==> src/rtl/core/mbps_pkg.sv <==
`timescale 1ns / 1ps
`default_nettype none

package mbps_pkg;

  // longest pattern the scanner can ever compare
  localparam int unsigned MaxPattern = 16;
  localparam int unsigned LenW       = 5;
  localparam int unsigned AddrW      = 32;
  localparam int unsigned CfgIdxW    = 3;
  localparam int unsigned CfgDataW   = 64;

  typedef enum logic [CfgIdxW-1:0] {
    CfgPatternLow  = 3'd0,
    CfgPatternHigh = 3'd1,
    CfgCareMask    = 3'd2,
    CfgPatternLen  = 3'd3,
    CfgScanLen     = 3'd4,
    CfgBaseAddr    = 3'd5
  } cfg_reg_e;

  // shared control for every cell of the chain
  typedef struct packed {
    logic            step;
    logic            flush;
    logic [LenW-1:0] len;
  } cell_ctrl_t;

  typedef struct packed {
    logic             found;
    logic [AddrW-1:0] addr;
  } result_t;

endpackage

`default_nettype wire

==> src/rtl/core/mbps_cell.sv <==
`timescale 1ns / 1ps
`default_nettype none

module mbps_cell #(
  parameter int unsigned CellIdx = 0
) (
  input  wire                          clk_i,
  input  wire                          rst_ni,
  input  wire  mbps_pkg::cell_ctrl_t   ctrl_i,
  input  wire                          live_i,
  input  wire  [7:0]                   byte_i,
  input  wire  [7:0]                   pattern_byte_i,
  input  wire                          care_i,
  output logic                         match_o,
  output logic                         pass_o
);

  // pattern position handled here, counted from one
  localparam logic [mbps_pkg::LenW-1:0] Pos1 = mbps_pkg::LenW'(CellIdx + 1);

  logic hit;
  logic pass_d;
  logic pass_q;

  assign hit     = !care_i || (pattern_byte_i == byte_i);
  assign match_o = live_i && hit && (Pos1 == ctrl_i.len);
  assign pass_d  = live_i && hit && (Pos1 < ctrl_i.len) && !ctrl_i.flush;

  always_ff @(posedge clk_i or negedge rst_ni) begin
    if (!rst_ni) begin
      pass_q <= 1'b0;
    end else if (ctrl_i.step) begin
      pass_q <= pass_d;
    end
  end

  assign pass_o = pass_q;

endmodule

`default_nettype wire

==> src/rtl/core/mbps_out_reg.sv <==
`timescale 1ns / 1ps
`default_nettype none

module mbps_out_reg (
  input  wire                    clk_i,
  input  wire                    rst_ni,
  input  wire                    load_i,
  input  wire mbps_pkg::result_t result_i,
  output logic                   space_o,
  output logic                   valid_o,
  input  wire                    ready_i,
  output mbps_pkg::result_t      result_o
);

  logic              valid_d;
  logic              valid_q;
  mbps_pkg::result_t result_q;

  assign space_o = !valid_q || ready_i;

  always_comb begin
    valid_d = valid_q;
    if (load_i) begin
      valid_d = 1'b1;
    end else if (ready_i) begin
      valid_d = 1'b0;
    end
  end

  always_ff @(posedge clk_i or negedge rst_ni) begin
    if (!rst_ni) begin
      valid_q <= 1'b0;
    end else begin
      valid_q <= valid_d;
    end
  end

  always_ff @(posedge clk_i) begin
    if (load_i) begin
      result_q <= result_i;
    end
  end

  assign valid_o  = valid_q;
  assign result_o = result_q;

endmodule

`default_nettype wire

==> src/rtl/core/masked_byte_pattern_scanner_core.sv <==
`timescale 1ns / 1ps
`default_nettype none

// Scans a byte stream for the first start offset below scan_length where a
// masked pattern of up to 16 bytes matches, and reports base_address plus that
// offset (or found=0 with address 0 when the region ends without a match).
// One byte is taken every cycle; a chain of compare cells, one per pattern
// position, carries each open start forward by one position per byte. The
// result is registered and shows up on the output the cycle after the byte
// that decides it; input stalls only while that register holds an untaken
// result and the output side is not ready. After last_byte the scan restarts
// at offset 0 with the next byte. Configuration writes take effect on the
// next byte.
module masked_byte_pattern_scanner_core #(
  parameter int unsigned PatternBytes = 16
) (
  input  wire                               clk_i,
  input  wire                               rst_ni,
  input  wire                               cfg_we_i,
  input  wire  [mbps_pkg::CfgIdxW-1:0]      cfg_index_i,
  input  wire  [mbps_pkg::CfgDataW-1:0]     cfg_data_i,
  input  wire                               in_valid_i,
  output logic                              in_ready_o,
  input  wire  [7:0]                        byte_value_i,
  input  wire                               last_byte_i,
  output logic                              out_valid_o,
  input  wire                               out_ready_i,
  output logic                              found_o,
  output logic [mbps_pkg::AddrW-1:0]        match_address_o
);

  localparam int unsigned NumCells = (PatternBytes < mbps_pkg::MaxPattern) ?
                                     PatternBytes : mbps_pkg::MaxPattern;
  localparam logic [mbps_pkg::LenW-1:0] LenCap = mbps_pkg::LenW'(NumCells);

  // configuration
  logic [63:0]                   pat_low_q;
  logic [63:0]                   pat_high_q;
  logic [15:0]                   care_q;
  logic [mbps_pkg::LenW-1:0]     pat_len_q;
  logic [mbps_pkg::AddrW-1:0]    scan_len_q;
  logic [mbps_pkg::AddrW-1:0]    base_q;

  // scan state
  logic [mbps_pkg::AddrW-1:0]    offset_q;
  logic [mbps_pkg::AddrW-1:0]    offset_d;
  logic                          finished_q;
  logic                          finished_d;
  logic                          wrapped_q;
  logic                          wrapped_d;

  logic [127:0]                  pat_all;
  logic [mbps_pkg::LenW-1:0]     len_used;
  logic [mbps_pkg::LenW-1:0]     back_off;
  logic                          len_zero;
  logic                          xfer_in;
  logic                          start_en;
  logic                          matched;
  logic                          emit;
  logic                          space;
  logic [mbps_pkg::AddrW-1:0]    hit_addr;
  logic [NumCells:0]             live;
  logic [NumCells-1:0]           cell_match;
  mbps_pkg::cell_ctrl_t          ctrl;
  mbps_pkg::result_t             res_in;
  mbps_pkg::result_t             res_out;

  always_ff @(posedge clk_i or negedge rst_ni) begin
    if (!rst_ni) begin
      pat_low_q  <= '0;
      pat_high_q <= '0;
      care_q     <= 16'hFFFF;
      pat_len_q  <= '0;
      scan_len_q <= '0;
      base_q     <= '0;
    end else if (cfg_we_i) begin
      case (mbps_pkg::cfg_reg_e'(cfg_index_i))
        mbps_pkg::CfgPatternLow:  pat_low_q  <= cfg_data_i;
        mbps_pkg::CfgPatternHigh: pat_high_q <= cfg_data_i;
        mbps_pkg::CfgCareMask:    care_q     <= cfg_data_i[15:0];
        mbps_pkg::CfgPatternLen:  pat_len_q  <= cfg_data_i[mbps_pkg::LenW-1:0];
        mbps_pkg::CfgScanLen:     scan_len_q <= cfg_data_i[mbps_pkg::AddrW-1:0];
        mbps_pkg::CfgBaseAddr:    base_q     <= cfg_data_i[mbps_pkg::AddrW-1:0];
        default: ;
      endcase
    end
  end

  assign pat_all  = {pat_high_q, pat_low_q};
  assign len_used = (pat_len_q > LenCap) ? LenCap : pat_len_q;
  assign len_zero = (len_used == '0);
  assign back_off = len_zero ? '0 : (len_used - mbps_pkg::LenW'(1));

  assign xfer_in  = in_valid_i && in_ready_o;
  assign start_en = !finished_q && !wrapped_q && (offset_q < scan_len_q);

  assign ctrl.step  = xfer_in;
  assign ctrl.flush = last_byte_i || matched || finished_q;
  assign ctrl.len   = len_used;

  // a new start enters the chain at position zero
  assign live[0] = start_en;

  for (genvar k = 0; k < NumCells; k++) begin : g_cell
    mbps_cell #(
      .CellIdx(k)
    ) u_cell (
      .clk_i          (clk_i),
      .rst_ni         (rst_ni),
      .ctrl_i         (ctrl),
      .live_i         (live[k]),
      .byte_i         (byte_value_i),
      .pattern_byte_i (pat_all[8*k +: 8]),
      .care_i         (care_q[k]),
      .match_o        (cell_match[k]),
      .pass_o         (live[k+1])
    );
  end

  assign matched  = !finished_q && ((|cell_match) || (start_en && len_zero));
  assign emit     = !finished_q && (matched || last_byte_i);
  // start of the completed window is the current offset minus its progress
  assign hit_addr = base_q + offset_q - mbps_pkg::AddrW'(back_off);

  assign res_in.found = matched;
  assign res_in.addr  = matched ? hit_addr : '0;

  always_comb begin
    offset_d   = offset_q;
    finished_d = finished_q;
    wrapped_d  = wrapped_q;
    if (last_byte_i) begin
      offset_d   = '0;
      finished_d = 1'b0;
      wrapped_d  = 1'b0;
    end else if (!finished_q) begin
      offset_d   = offset_q + mbps_pkg::AddrW'(1);
      finished_d = matched;
      if (offset_q == '1) begin
        wrapped_d = 1'b1;
      end
    end
  end

  always_ff @(posedge clk_i or negedge rst_ni) begin
    if (!rst_ni) begin
      offset_q   <= '0;
      finished_q <= 1'b0;
      wrapped_q  <= 1'b0;
    end else if (xfer_in) begin
      offset_q   <= offset_d;
      finished_q <= finished_d;
      wrapped_q  <= wrapped_d;
    end
  end

  mbps_out_reg u_out_reg (
    .clk_i    (clk_i),
    .rst_ni   (rst_ni),
    .load_i   (xfer_in && emit),
    .result_i (res_in),
    .space_o  (space),
    .valid_o  (out_valid_o),
    .ready_i  (out_ready_i),
    .result_o (res_out)
  );

  assign in_ready_o      = space;
  assign found_o         = res_out.found;
  assign match_address_o = res_out.addr;

  // the last position can only complete a match, never hand on
  a_last_cell_idle : assert property (@(posedge clk_i) disable iff (!rst_ni)
    !live[NumCells])
    else $error("last cell passed a live start");

  // only one open start can complete on a given byte
  a_single_match : assert property (@(posedge clk_i) disable iff (!rst_ni)
    $onehot0(cell_match))
    else $error("more than one cell matched");

  // once a match is reported the chain holds no open starts
  a_chain_empty : assert property (@(posedge clk_i) disable iff (!rst_ni)
    finished_q |-> (live[NumCells:1] == '0))
    else $error("open starts remain after a match");

  // a match transfer always ends the scan
  a_match_finishes : assert property (@(posedge clk_i) disable iff (!rst_ni)
    (xfer_in && matched && !last_byte_i) |=> finished_q)
    else $error("scan not finished after a match");

endmodule

`default_nettype wire
==> config.mk <==
export PLATFORM = sky130hd
export DESIGN_NAME = masked_byte_pattern_scanner_core
export DESIGN_NICKNAME = d
export VERILOG_FILES = /design/src/rtl/core/mbps_pkg.sv /design/src/rtl/core/mbps_cell.sv /design/src/rtl/core/mbps_out_reg.sv /design/src/rtl/core/masked_byte_pattern_scanner_core.sv
export SDC_FILE = /design/constraint.sdc
export NUM_CORES = 1
export LEC_CHECK = 0
export BUFFER_PORTS_ARGS = -buffer_cell sky130_fd_sc_hd__buf_2
export CORE_MARGIN = 5
export CORE_UTILIZATION = 45
export CTS_CLUSTER_DIAMETER = 80
export DETAILED_ROUTE_END_ITERATION = 6
export PLACE_DENSITY = 0.58
export RECOVER_POWER = 100
export SYNTH_ARGS = -nofsm -noshare
export SYNTH_HDL_FRONTEND = slang
export SYNTH_HIERARCHICAL = 1
export SYNTH_SLANG_ARGS = --single-unit
==> constraint.sdc <==
create_clock -name clk_i -period 5.3 [get_ports clk_i]
set_clock_uncertainty 0.1 [all_clocks]
set_input_delay 1.06 -clock clk_i [delete_from_list [all_inputs] [get_ports clk_i]]
set_output_delay 1.06 -clock clk_i [all_outputs]
set_load 0.05 [all_outputs]
==> impl_metrics.env <==
export IMPL_run_status="finished with violations"
export IMPL_violations="max-capacitance violations, max-slew violations"
export IMPL_worstPathRequired_ps=5420
export IMPL_crit_slowest_cell="nor4b_1"
export IMPL_layout_cell_area_non_filler_sq_mm=0.0190
export IMPL_layout_area_overhead_vs_synth_pct=13.2
export IMPL_ctsRootBufferMaster="clkbuf_16"
export IMPL_dr_total_vias=11700
export IMPL_initial_utilization_pct=45.7
export IMPL_globalplace_congestion=0.852
export IMPL_maximum_number_of_pins_on_one_net_before_global_route_repair=105
export IMPL_rows=70
export IMPL_p_per_area_mw_per_mm2=427
export IMPL_min_path_type="reg -> reg"
export IMPL_via_count_of_the_first_global_routing_pass=12000
export IMPL_share_of_post_route_cells_with_drive_strength_above_1_pct=21.3
export IMPL_cp_cell_sequence="nand2b_1 > ha_1 > nor4b_1 > nor2_1 > fa_1 > inv_1 > fa_1 > a21o_1 > a311o_1 > a2111oi_4 > or3_1 > nand3_1 > a211oi_2 > nor4b_2"
export IMPL_setup_tns_ps=0
export IMPL_timing_max_transition_violations_final=266
export IMPL_hpwl_um=28800
export IMPL_cts_buffers_inserted=35
export IMPL_crit_arrival_ps=4970
export IMPL_worst_ir_drop_vdd_mv=0.262
export IMPL_startpoint_class="flip-flop"
export IMPL_ys_warnings_count=6
export IMPL_post_synth_inst_count=1572
export IMPL_die_y_extent_um=203
export IMPL_cts_path_max_buffers=3
export IMPL_most_common_layout_cells="dfrtp_1 (247), inv_1 (187), mux2_2 (182)"
export IMPL_drt_wl_cell_um=18.3
export IMPL_cts_tree="yes"
export IMPL_setup_repair_after_global_routing_missed_its_margin="no"
export IMPL_pre_cts_slack_ps=533
export IMPL_worst_skew_pair_late_latency_ps=520
export IMPL_ff_latch_area_sq_mm=0.00759
export IMPL_dr_first_iter_drc_count=595
export IMPL_critical_path_peak_fanout=7
export IMPL_mappedNetlistNets=1749
export IMPL_worstMarginPinSlew_ps=2670
export IMPL_post_layout_net_count=1881
export IMPL_placedInstanceArea_sq_mm=0.0179
export IMPL_post_route_drc_count=0
export IMPL_io_pins=116
export IMPL_final_antenna_net_count=0
export IMPL_most_common_cell_after_layout_fill_and_taps_aside="dfrtp_1"
export IMPL_floorplan_die_area_sq_mm=0.0412
export IMPL_number_of_buffers_inserted_by_post_cts_setup_repair=0
export IMPL_h_tree_depth=2
export IMPL_chipWidth_um=203
export IMPL_cts_repair_resize_count=0
export IMPL_max_clock_freq_mhz=206
export IMPL_finalWorstSetupSlack_ps=447
export IMPL_grt_pass1_wl_um=66200
export IMPL_cp_common_cell="fa_1"
export IMPL_drt_pass1_iterations=5
export IMPL_placement_io_buffers=115
export IMPL_path_clk_slew_ps=60
export IMPL_final_hold_viol_count=0
export IMPL_cts_hold_bufs=0
export IMPL_static_leakage_power_nw=8.51
export IMPL_critical_path_class="reg -> reg"
export IMPL_num_fill_cells=3386
export IMPL_grt_antenna_before_repair=1
export IMPL_critical_path_buf_inv_count=1
export IMPL_drv_cap=4
export IMPL_groute_usage_overall_pct=19.8
export IMPL_period_share_pct=91.6
export IMPL_multiInputGateArea_sq_mm=0.00832
export IMPL_grt_overflow=0
export IMPL_clock_sink_count=296
export IMPL_timing_critical_path_to_type="flip-flop"
export IMPL_period_needed_ps=4850
export IMPL_critical_path_top_delay_family="simple AND/OR/NAND/NOR gates"
export IMPL_core_area_sq_mm=0.0367
export IMPL_synth_area_per_cell_sq_um=10.7
export IMPL_totalWireLength_um=40300
export IMPL_vias_per_cell=5.34
export IMPL_setup_violations=0
export IMPL_cpPeakStageDelay_ps=590
export IMPL_relSlewSlack_pct=-77.9
export IMPL_syn_cell_area_sq_mm=0.0168
==> sequential cells by signal, indices dropped and copies added (netlist names) <==
signal,cells
scan_len_q,32
pat_high_q,64
finished_q,1
offset_q,32
u_out_reg/result_o,33
pat_len_q,5
wrapped_q,1
care_q,16
g_cell.u_cell/pass_o,15
base_q,32
u_out_reg/valid_o,1
pat_low_q,64
==> final timing paths <==
check | slack (ps) | startpoint | cells past startpoint | end
setup / recovery | 450 | pat_len_q[4] | 14 | u_out_reg/result_o[28]
hold / removal | 400 | base_q[17] | 1 | base_q[17]
setup reg to reg | 450 | pat_len_q[4] | 14 | u_out_reg/result_o[28]
hold reg to reg | 400 | base_q[17] | 1 | base_q[17]
max in group asynchronous | 1590 | rst_ni | 2 | base_q[5]
min in group asynchronous | 1240 | rst_ni | 1 | pat_high_q[35]
==> metrics by stage <==
step	utilization, %	hold slack (ps)	total power [mW]	instances
after global routing	51.7	417	8.68	2196
after global placement	48.9	368	5.72	2135
after floorplan	-	349	5.05	1572
final	51.7	403	8.11	2197
after detailed placement	48.9	389	5.77	2135
after CTS	52.0	402	8.22	2196
==> where the power goes <==
group	switching, mW	internal [mW]	total (mW)
Combinational	1.59	1.09	2.68
Clock	0.919	1.48	2.40
Sequential	0.263	2.77	3.03
Total	2.77	5.35	8.11
==> routing by layer <==
metal  GRT usage [%]  vias to the layer above  share of wire, %
met4            4.22                        0               1.8
li1                -                     5737                 -
met3            3.03                       48               3.9
met2            33.1                      202                47
met1            27.5                     5736                47
met5               0                        -                 0
==> layout make-up <==
cell class              count  share of cell area, %
repair buffers            131                   3.34
multi-input cells        1053                   43.8
flip-flops and latches    296                   40.0
inverters                 187                   3.70
clock inverters             5                  0.395
clock buffers              56                   5.67
well taps                 468                   3.08
diodes                      1                 0.0132
Note: power is estimated with default switching activity, not from simulation.
